[config.mk]
export PLATFORM = sky130hd
export DESIGN_NAME = touch_gesture_classifier_core
export DESIGN_NICKNAME = d
export VERILOG_FILES = /design/src/sv/tgc_pkg.sv /design/src/sv/tgc_cfg_regs.sv /design/src/sv/tgc_step.sv /design/src/sv/touch_gesture_classifier_core.sv
export SDC_FILE = /design/constraint.sdc
export NUM_CORES = 1
export LEC_CHECK = 0
export BUFFER_PORTS_ARGS = -buffer_cell sky130_fd_sc_hd__buf_4
export CORE_MARGIN = 2
export CORE_UTILIZATION = 61
export DETAILED_ROUTE_END_ITERATION = 6
export HOLD_SLACK_MARGIN = 0.02
export PLACE_DENSITY = 0.78
export SYNTH_ARGS = -nofsm -noshare
export SYNTH_HDL_FRONTEND = slang
export SYNTH_SLANG_ARGS = --single-unit
[constraint.sdc]
create_clock -name clk_i -period 7.4 [get_ports clk_i]
set_clock_uncertainty 0.05 [all_clocks]
set_input_delay 0 -clock clk_i [delete_from_list [all_inputs] [get_ports clk_i]]
set_output_delay 0 -clock clk_i [all_outputs]
set_load 0.005 [all_outputs]
[src/sv/tgc_pkg.sv]
// Shared types and constants for the touch gesture classifier.
// No dependencies; imported by every module of the block.
package tgc_pkg;

  localparam int unsigned SampleW = 12;
  localparam int unsigned LimitW  = 16;
  localparam int unsigned DurW    = 32;
  localparam int unsigned AddrW   = 5;
  localparam int unsigned DataW   = 32;

  localparam logic [SampleW-1:0] PressThrRst   = 12'd2500;
  localparam logic [SampleW-1:0] ReleaseThrRst = 12'd2000;
  localparam logic [LimitW-1:0]  TapLimitRst   = 16'd500;
  localparam logic [LimitW-1:0]  HoldLimitRst  = 16'd1000;
  localparam logic [LimitW-1:0]  DtWindowRst   = 16'd500;

  typedef enum logic [2:0] {
    REG_PRESS_THR   = 3'd0,
    REG_RELEASE_THR = 3'd1,
    REG_TAP_LIMIT   = 3'd2,
    REG_HOLD_LIMIT  = 3'd3,
    REG_DT_WINDOW   = 3'd4
  } reg_idx_e;

  typedef enum logic [2:0] {
    EV_NONE       = 3'd0,
    EV_PRESS      = 3'd1,
    EV_SINGLE_TAP = 3'd2,
    EV_DOUBLE_TAP = 3'd3,
    EV_HOLD       = 3'd4,
    EV_MEDIUM     = 3'd5
  } event_e;

  typedef struct packed {
    logic [SampleW-1:0] press_thr;
    logic [SampleW-1:0] release_thr;
    logic [LimitW-1:0]  tap_limit;
    logic [LimitW-1:0]  hold_limit;
    logic [LimitW-1:0]  dt_window;
  } cfg_t;

  typedef struct packed {
    logic            pressed;
    event_e          event_res;
    logic [DurW-1:0] duration;
  } res_t;

endpackage

[src/sv/tgc_cfg_regs.sv]
// APB-style configuration registers of the touch gesture classifier.
// Depends on tgc_pkg.
module tgc_cfg_regs (
  input  logic                      clk_i,
  input  logic                      rst_ni,
  input  logic                      psel,
  input  logic                      penable,
  input  logic                      pwrite,
  input  logic [tgc_pkg::AddrW-1:0] paddr,
  input  logic [tgc_pkg::DataW-1:0] pwdata,
  output logic [tgc_pkg::DataW-1:0] prdata,
  output logic                      pready,
  output tgc_pkg::cfg_t             cfg_o
);
  import tgc_pkg::*;

  cfg_t     cfg_q, cfg_d;
  logic     wr_en;
  reg_idx_e idx;

  assign pready = 1'b1;
  assign wr_en  = psel & penable & pwrite;
  assign idx    = reg_idx_e'(paddr[AddrW-1:2]);

  always_comb begin
    cfg_d = cfg_q;
    if (wr_en) begin
      unique case (idx)
        REG_PRESS_THR:   cfg_d.press_thr   = pwdata[SampleW-1:0];
        REG_RELEASE_THR: cfg_d.release_thr = pwdata[SampleW-1:0];
        REG_TAP_LIMIT:   cfg_d.tap_limit   = pwdata[LimitW-1:0];
        REG_HOLD_LIMIT:  cfg_d.hold_limit  = pwdata[LimitW-1:0];
        REG_DT_WINDOW:   cfg_d.dt_window   = pwdata[LimitW-1:0];
        default: ;  // unmapped address, write dropped
      endcase
    end
  end

  always_comb begin
    unique case (idx)
      REG_PRESS_THR:   prdata = DataW'(cfg_q.press_thr);
      REG_RELEASE_THR: prdata = DataW'(cfg_q.release_thr);
      REG_TAP_LIMIT:   prdata = DataW'(cfg_q.tap_limit);
      REG_HOLD_LIMIT:  prdata = DataW'(cfg_q.hold_limit);
      REG_DT_WINDOW:   prdata = DataW'(cfg_q.dt_window);
      default:         prdata = '0;
    endcase
  end

  always_ff @(posedge clk_i or negedge rst_ni) begin
    if (!rst_ni) begin
      cfg_q.press_thr   <= PressThrRst;
      cfg_q.release_thr <= ReleaseThrRst;
      cfg_q.tap_limit   <= TapLimitRst;
      cfg_q.hold_limit  <= HoldLimitRst;
      cfg_q.dt_window   <= DtWindowRst;
    end else begin
      cfg_q <= cfg_d;
    end
  end

  assign cfg_o = cfg_q;

endmodule

[src/sv/tgc_step.sv]
// Gesture state and per-sample classification logic.
// Depends on tgc_pkg. State advances only on a step strobe from the top level.
module tgc_step #(
  parameter int unsigned TIME_BITS = 32
) (
  input  logic                        clk_i,
  input  logic                        rst_ni,
  input  logic                        step_i,
  input  logic [tgc_pkg::SampleW-1:0] sample_i,
  input  tgc_pkg::cfg_t               cfg_i,
  output tgc_pkg::res_t               res_o
);
  import tgc_pkg::*;

  logic                 pressed_q, pressed_d;
  logic                 was_tap_q, was_tap_d;
  logic [TIME_BITS-1:0] time_q, time_d;
  logic [TIME_BITS-1:0] start_q, start_d;
  logic [TIME_BITS-1:0] tap_time_q, tap_time_d;

  logic [TIME_BITS-1:0] dur, gap;
  logic [DurW-1:0]      dur_sat;
  logic                 do_press, do_release;

  assign time_d     = time_q + TIME_BITS'(1);
  assign dur        = time_d - start_q;
  assign gap        = time_d - tap_time_q;
  assign do_press   = (sample_i > cfg_i.press_thr) && !pressed_q;
  assign do_release = (sample_i < cfg_i.release_thr) && pressed_q;

  // duration field saturates when the time counter is wider than the field
  if (TIME_BITS > DurW) begin : g_sat
    assign dur_sat = (|dur[TIME_BITS-1:DurW]) ? '1 : dur[DurW-1:0];
  end else begin : g_ext
    assign dur_sat = DurW'(dur);
  end

  always_comb begin
    pressed_d       = pressed_q;
    was_tap_d       = was_tap_q;
    start_d         = start_q;
    tap_time_d      = tap_time_q;
    res_o.event_res = EV_NONE;
    res_o.duration  = '0;
    priority if (do_press) begin
      pressed_d       = 1'b1;
      start_d         = time_d;
      res_o.event_res = EV_PRESS;
    end else if (do_release) begin
      pressed_d      = 1'b0;
      res_o.duration = dur_sat;
      priority if (dur < TIME_BITS'(cfg_i.tap_limit)) begin
        if (was_tap_q && (gap < TIME_BITS'(cfg_i.dt_window))) begin
          res_o.event_res = EV_DOUBLE_TAP;
          was_tap_d       = 1'b0;
        end else begin
          res_o.event_res = EV_SINGLE_TAP;
          was_tap_d       = 1'b1;
          tap_time_d      = time_d;
        end
      end else if (dur > TIME_BITS'(cfg_i.hold_limit)) begin
        res_o.event_res = EV_HOLD;
        was_tap_d       = 1'b0;
      end else begin
        res_o.event_res = EV_MEDIUM;
        was_tap_d       = 1'b0;
      end
    end else begin
      // hysteresis zone: hold state
    end
    res_o.pressed = pressed_d;
  end

  always_ff @(posedge clk_i or negedge rst_ni) begin
    if (!rst_ni) begin
      pressed_q  <= 1'b0;
      was_tap_q  <= 1'b0;
      time_q     <= '0;
      start_q    <= '0;
      tap_time_q <= '0;
    end else if (step_i) begin
      pressed_q  <= pressed_d;
      was_tap_q  <= was_tap_d;
      time_q     <= time_d;
      start_q    <= start_d;
      tap_time_q <= tap_time_d;
    end
  end

endmodule

[src/sv/touch_gesture_classifier_core.sv]
// Top level of the touch gesture classifier: input register, step logic, result register.
// Depends on tgc_pkg, tgc_cfg_regs and tgc_step.
//
// Usage:
//   One 12-bit sample enters per beat on the sample channel (sample_valid_i /
//   sample_ready_o). Each sample gives exactly one result beat on the result
//   channel (result_valid_o / result_ready_i): pressed state, event code
//   (none, press, single tap, double tap, hold, medium release) and the touch
//   duration in samples on release events.
//   A sample passes the input register, then the step logic, then the result
//   register, whose load raises result_valid_o. Throughput: one sample per cycle
//   while result_ready_i is high; the compare/subtract path between the two
//   registers is combinational. Stall: when the receiver holds result_ready_i
//   low, the result register holds its beat, the input register takes one more
//   sample if it is empty, and then sample_ready_o drops until the result is
//   taken. Reset: rst_ni clears the gesture state, the sample-time counter and
//   both valid flags, and loads the threshold and limit registers with defaults.
//   Thresholds and limits are written through the APB-style port; the user must
//   write them only while idle, as the block itself does not enforce it.
module touch_gesture_classifier_core #(
  parameter int unsigned TIME_BITS = 32
) (
  input  logic                        clk_i,
  input  logic                        rst_ni,
  input  logic                        psel,
  input  logic                        penable,
  input  logic                        pwrite,
  input  logic [tgc_pkg::AddrW-1:0]   paddr,
  input  logic [tgc_pkg::DataW-1:0]   pwdata,
  output logic [tgc_pkg::DataW-1:0]   prdata,
  output logic                        pready,
  input  logic                        sample_valid_i,
  output logic                        sample_ready_o,
  input  logic [tgc_pkg::SampleW-1:0] sample_i,
  output logic                        result_valid_o,
  input  logic                        result_ready_i,
  output logic                        pressed_o,
  output tgc_pkg::event_e             event_res_o,
  output logic [tgc_pkg::DurW-1:0]    duration_o
);
  import tgc_pkg::*;

  cfg_t               cfg;
  res_t               res, res_q;
  logic               in_valid_q, out_valid_q;
  logic [SampleW-1:0] sample_q;
  logic               step;

  tgc_cfg_regs u_cfg (
    .clk_i   (clk_i),
    .rst_ni  (rst_ni),
    .psel    (psel),
    .penable (penable),
    .pwrite  (pwrite),
    .paddr   (paddr),
    .pwdata  (pwdata),
    .prdata  (prdata),
    .pready  (pready),
    .cfg_o   (cfg)
  );

  // stage 1 moves forward whenever it holds a sample and the result register is free or draining
  assign step           = in_valid_q && (!out_valid_q || result_ready_i);
  assign sample_ready_o = !in_valid_q || step;

  tgc_step #(
    .TIME_BITS (TIME_BITS)
  ) u_step (
    .clk_i    (clk_i),
    .rst_ni   (rst_ni),
    .step_i   (step),
    .sample_i (sample_q),
    .cfg_i    (cfg),
    .res_o    (res)
  );

  always_ff @(posedge clk_i or negedge rst_ni) begin
    if (!rst_ni) begin
      in_valid_q  <= 1'b0;
      out_valid_q <= 1'b0;
    end else begin
      if (sample_ready_o) in_valid_q <= sample_valid_i;
      if (step) begin
        out_valid_q <= 1'b1;
      end else if (result_ready_i) begin
        out_valid_q <= 1'b0;
      end
    end
  end

  always_ff @(posedge clk_i) begin
    if (sample_valid_i && sample_ready_o) sample_q <= sample_i;
    if (step) res_q <= res;
  end

  assign result_valid_o = out_valid_q;
  assign pressed_o      = res_q.pressed;
  assign event_res_o    = res_q.event_res;
  assign duration_o     = res_q.duration;

endmodule

# [Yosys cells after proc, flatten, opt, wreduce, memory -nomap -nowiden]
# Index checks and enable logic that the tools add are counted.
# W data, S select, Z words.
[op_classes] n_reduce_logical=21 n_lt_le_gt_ge=5 add_sub_neg=3 eq_ne=4 n_bitwise=5 n_mux=11
[op_table] cell="$pmux W16 S5" n=1
[op_table] cell="$lt A32 B16 Y1" n=2
[op_table] cell="$sub A32 B32 Y32" n=2
[op_table] cell="$mux W33" n=1
[op_table] cell="$add A32 B1 Y32 const B" n=1
[op_table] cell="$gt A32 B16 Y1" n=1
[op_table] cell="$gt A12 B12 Y1" n=1
[op_table] cell="$lt A12 B12 Y1" n=1
[op_table] cell="$reduce_and A2 Y1" n=6
[op_table] cell="$mux W1" n=8
[op_table] cell="$eq A3 B2 Y1 const B" n=2
[op_table] cell="$logic_and A1 B1 Y1" n=5
[op_table] cell="$reduce_and A5 Y1" n=1
[op_table] cell="$eq A3 B1 Y1 const B" n=1
[op_table] cell="$eq A3 B3 Y1 const B" n=1
[op_table] cell="$logic_not A1 Y1" n=3
[op_table] cell="$logic_not A3 Y1" n=1
[op_table] cell="$mux W3" n=1
[op_table] cell="$not A1 Y1" n=3
[op_table] cell="$reduce_and A3 Y1" n=1
[op_table] cell="$and A1 B1 Y1" n=2
[op_table] cell="$logic_or A1 B1 Y1" n=2
[op_table] cell="$reduce_bool A2 Y1" n=1
[op_table] cell="$reduce_or A2 Y1" n=1
[totals] out_inout_bits=71 wordCells=66 reg_bits=220 inputBits=56

# [Logic depth before layout (Yosys ltp)]
[logic_depth] word_depth=7 ltp_mapped=25 depth_no_buf=23

# [Modules after synthesis]
# Synthesis repeated with hierarchy kept, for this count alone.
[unflattened] cells_unflattened=1655 area_unflattened_um2=15905.3
[by_module_without_submodules] module="tgc_step" cells_each=1346 seq_area_each_um2=2452.4 area_each_um2=10784.1 n_inst=1
[by_module_without_submodules] module="tgc_cfg_regs" cells_each=253 seq_area_each_um2=1838.0 area_each_um2=3575.9 n_inst=1
[by_module_without_submodules] module="touch_gesture_classifier_core" cells_each=56 seq_area_each_um2=1491.4 area_each_um2=1545.2 n_inst=1

# [Worst setup path before layout]
# No wires, ideal clock.
[synth_timing] path_kind="register to register" startpoint="register u_step.time_q[0]" endpoint="register u_step.tap_time_q[25]" n_path_buf=2 required_time_ns=7.225 t_arrival_ns=5.291 path_stages_with_launch=25 setup_slack_ns=1.934 synth_period_minus_slack_ns=5.466 setup_ns=0.125 path_cell_list="dfrtp_1 -> ha_1 -> nand3_1 -> nor2_1 -> nand3_1 -> nor2_1 -> nand3_1 -> xnor2_1 -> ha_1 -> and3_1 -> a311o_1 -> or2_2 -> xnor2_1 -> inv_1 -> ha_1 -> a21o_1 -> a21o_1 -> a21oi_1 -> o21ai_0 -> a21oi_1 -> nor3b_1 -> o2111a_1 -> buf_6 -> buf_8 -> mux2_4"
[synth_via] word_cells_on_any_way=8 classes_between="3 x add/sub; 2 x order compare; 1 x bitwise; 2 x reduce/logical"
[synth_lines] item="from (decl)" line_no="tgc_step.sv:17" source="logic [TIME_BITS-1:0] time_q, time_d;"
[synth_lines] item="from (signal assigned)" line_no="tgc_step.sv:84" source="time_q <= time_d;"
[synth_lines] item="$add A32 B1 Y32" line_no="tgc_step.sv:25" source="assign time_d = time_q + TIME_BITS'(1);"
[synth_lines] item="via u_step.time_d[12]" line_no="tgc_step.sv:17"
[synth_lines] item="$sub A32 B32 Y32" line_no="tgc_step.sv:26" source="assign dur = time_d - start_q;"
[synth_lines] item="via u_step.dur[13]" line_no="tgc_step.sv:21" source="logic [TIME_BITS-1:0] dur, gap;"
[synth_lines] item="$lt A32 B16 Y1" line_no="tgc_step.sv:52" source="priority if (dur < TIME_BITS'(cfg_i.tap_limit)) begin"
[synth_lines] item="$reduce_and A5 Y1 (no line)"
[synth_lines] item="to (signal assigned)" line_no="tgc_step.sv:86" source="tap_time_q <= tap_time_d;"
[synth_lines] item="to (decl)" line_no="tgc_step.sv:19" source="logic [TIME_BITS-1:0] tap_time_q, tap_time_d;"
# The timed path passes the listed nets, and every way through them passes these cells.
# A chain may end at the register's enable or synchronous reset.

# [Worst setup path after layout]
[layout_timing] startpoint="register u_step.time_q[0]" endpoint="register u_step.tap_time_q[4]"
# Same word-level chain as after synthesis.

==> flow_summary.yaml <==
cts:
  cts_setup_buffers: 0
  clk_pin_slew_worst_paths_ns: 0.06
  insertion_delay_ns: 0.54
  h-tree-depth: 1
  cts_resized: 0
  clockBufferDepth: 3
  cts_hold_buf: 32
  cts_tree: "built"
  cts.sinks: 220
  cts_buffers: 25
  cts-root-buf: "clkbuf_16"
timing:
  setup_violations: 0
  slew-limit-headroom: 0.269
  final_max_slew_viol_count: 0
  period_needed_ns: 6.71
  worstMarginPinSlew_ns: 1.10
  hold_viol: 0
  timing.final.crit_share: 0.907
  fmax_mhz: 149
  setup_tns_ns: 0
  rsz0062_at_grt: "no"
die:
  core-area_um2: 24300
  initial_utilization: 0.621
  die_w_um: 161
  pin_count: 127
  die_h_um: 161
  die_area_um2: 26000
  row_count: 57
status:
  outcome: "finished clean"
synth:
  ys_top_cells_by_count: "nand2_1 (190), inv_1 (159), o21ai_0 (145)"
  postSynthAreaPerCell_um2: 9.10
  yosysWarnings: 0
  synth_ff_type: "dfrtp_1"
  synth.area.top_cells: "dfrtp_1 (24%), ha_1 (11%), edfxtp_1 (9.5%)"
  synth_top_area_share: 0.237
  synth-edff-count: 48
  yosysMostFrequentCell: "nand2_1"
  async_reset_ff_frac: 0.782
  yosysSeqAreaShare: 0.383
  synth_area_um2: 15100
  synth_seq_cells: 220
  synth_largest_area_cell: "dfrtp_1"
  yosysUniqueCellTypes: 76
  synthCells: 1660
worst_setup_path:
  worstSetupPathType: "register to register"
  r2r_start: "u_step.time_q[0]"
  crit_slowest_cell: "dfrtp_1"
  end_kind: "register"
  reg2reg_to: "u_step.tap_time_q[4]"
  required_ns: 7.77
  crit_fanout: 33
  worstPathArrival_ns: 7.07
  critical_path.max_stage_delay_ns: 0.57
  crit_chain: "ha_1, nand3_1, nor2_1, nand3_1, nor2_1, nand3_1, xnor2_1, ha_1, and3_1, a311o_1, or2_2, xnor2_1, inv_1, ha_1, a21o_1, a21o_1, a21oi_1, o21ai_0, a21oi_1, buf_4, nor3b_1, o2111a_2, buf_12, mux2_1"
  worst_setup_path_start_kind: "register"
  r2r_slack_ns: 0.69
  r2r_cells: 24
global_routing:
  track_usage: 0.298
  grt_pass1_wl_um: 62000
  grt_pass1_vias: 11956
  overflow: 0
  antenna_found_initial: 0
  grt_max_degree: 96
place:
  io_buffers: 91
  place_congestion: 0.954
  placed_area_um2: 16000
  dp_hpwl_um: 28600
flow_run:
  cap_violations: 0
power:
  power.density_nw_per_um2: 437
  ir_drop_uv: 371
  leakagePower_nw: 8.18
route:
  first_iter_violations: 910
  wl_per_cell_um: 18.3
  drc_errors: 0
  ant_nets: 0
  num_vias: 12397
  drt_wl_total_um: 38500
  post_drt_via_cell_ratio: 5.90
  drt-pass1-iter-count: 6
hold_path:
  min_delay_worst_endpoint: "u_cfg.cfg_o[58]"
  hold_depth: 5
  hp-class: "primary input to register"
  hp-start: "paddr[4]"
finish:
  final_cell_area_um2: 17100
  nets: 1949
  area_delta_synth_final_pct: 13.3
  antenna_cells: 0
  drive_gt1_frac: 0.138
  fillers: 1872
[how the worst max path moves through the flow]
stage                           startpoint                     to  slack (ns)  cells past startpoint
final                     u_step.time_q[0]   u_step.tap_time_q[4]        0.69                     24
after global placement    u_step.time_q[0]   u_step.tap_time_q[2]        1.03                     24
after CTS                 u_step.time_q[0]   u_step.tap_time_q[4]        0.75                     24
after detailed placement  u_step.time_q[0]   u_step.tap_time_q[3]        0.86                     24
after floorplan           u_step.time_q[0]  u_step.tap_time_q[25]        1.93                     24
after global routing      u_step.time_q[0]   u_step.tap_time_q[4]        0.30                     24
[logic make-up after synthesis]
family	synth area share
and+or+nand+nor	0.146
AOI/OAI and AO/OA	0.172
buffers and inverters	0.0684
DFF	0.383
adders and majority gates	0.112
xor gates and xnor gates	0.0650
muxes	0.0526
other	0.000497
[cell type report]
cell class              count  area (µm²)  share of cell area
multi-input cells        1212        8380               0.489
flip-flops and latches    220        5780               0.338
repair buffers            141        1150              0.0675
clock buffers              38         744              0.0435
inverters                 159         597              0.0349
well taps                 324         405              0.0237
clock inverters             8        58.8             0.00344
[through the flow]
| step | setup slack (ns) | hold slack, ns | utilization | std cells | total power [mW] |
|---|---|---|---|---|---|
| final | 0.691 | 0.0486 | 0.704 | 2102 | 7.48 |
| after global routing | 0.300 | 0.0860 | 0.704 | 2102 | 8.08 |
| after CTS | 0.750 | 0.0299 | 0.704 | 2102 | 7.44 |
| after detailed placement | 0.860 | 0.103 | 0.658 | 2024 | 6.19 |
| after global placement | 1.03 | 0.103 | 0.658 | 2024 | 6.03 |
| after floorplan | 1.93 | -0.346 | - | 1675 | 4.90 |
[power breakdown]
| part | total (mW) | switching (mW) | internal [mW] |
|---|---|---|---|
| Clock | 1.20 | 0.504 | 0.696 |
| Combinational | 4.57 | 2.63 | 1.94 |
| Sequential | 1.72 | 0.127 | 1.59 |
[registers in the layout (all words and copies together) (netlist names)]
register	count
u_cfg.cfg_o	72
duration_o	32
u_step.start_q	32
u_step.tap_time_q	32
u_step.time_q	32
sample_q	12
event_res_o	3
in_valid_q	1
pressed_o	1
result_valid_o	1
u_step.pressed_q	1
u_step.was_tap_q	1
[routing by layer]
layer  global-route usage  vias up  wire, µm
met2                0.457      442     16800
li1                     -     5979         -
met3               0.0532       78      3340
met1                0.441     5898     17600
met5                    0        -         0
met4               0.0690        0       812
[placed cells by master (no fill, tap or decap), types with 10 or more instances in the layout]
cell           instances
nor3_1                19
a22oi_1               25
o211ai_1              12
a211oi_1              11
dfrtp_1              143
clkbuf_16             25
nand2_1              190
ha_1                 132
mux2i_1               10
o21ai_0              145
mux2_2                23
a21o_1                42
conb_1                17
inv_1                158
o22ai_1               18
dlygate4sd3_1         32
mux2_4                26
nand3_1               23
xor2_1                45
nor2_1               104
a21oi_1               81
buf_4                107
edfxtp_1              48
and2_1                12
dfstp_2               29
xnor2_1               67
nand4_1               38
nor2b_1               15
o21a_1                18
nand2b_1              19
[worst max-delay path, delay by kind of cell, from the launching register on]
kind	cells	cell delay, ns
buffers and inverters	3	0.53
adder cells (fa/ha/maj)	3	1.00
multiplexers	1	0.36
XOR/XNOR	2	0.68
AND/OR/NAND/NOR	8	1.95
AO/OA/AOI/OAI	7	1.39
flip-flops	1	0.57
No activity file was read; power rests on OpenSTA's default activity.
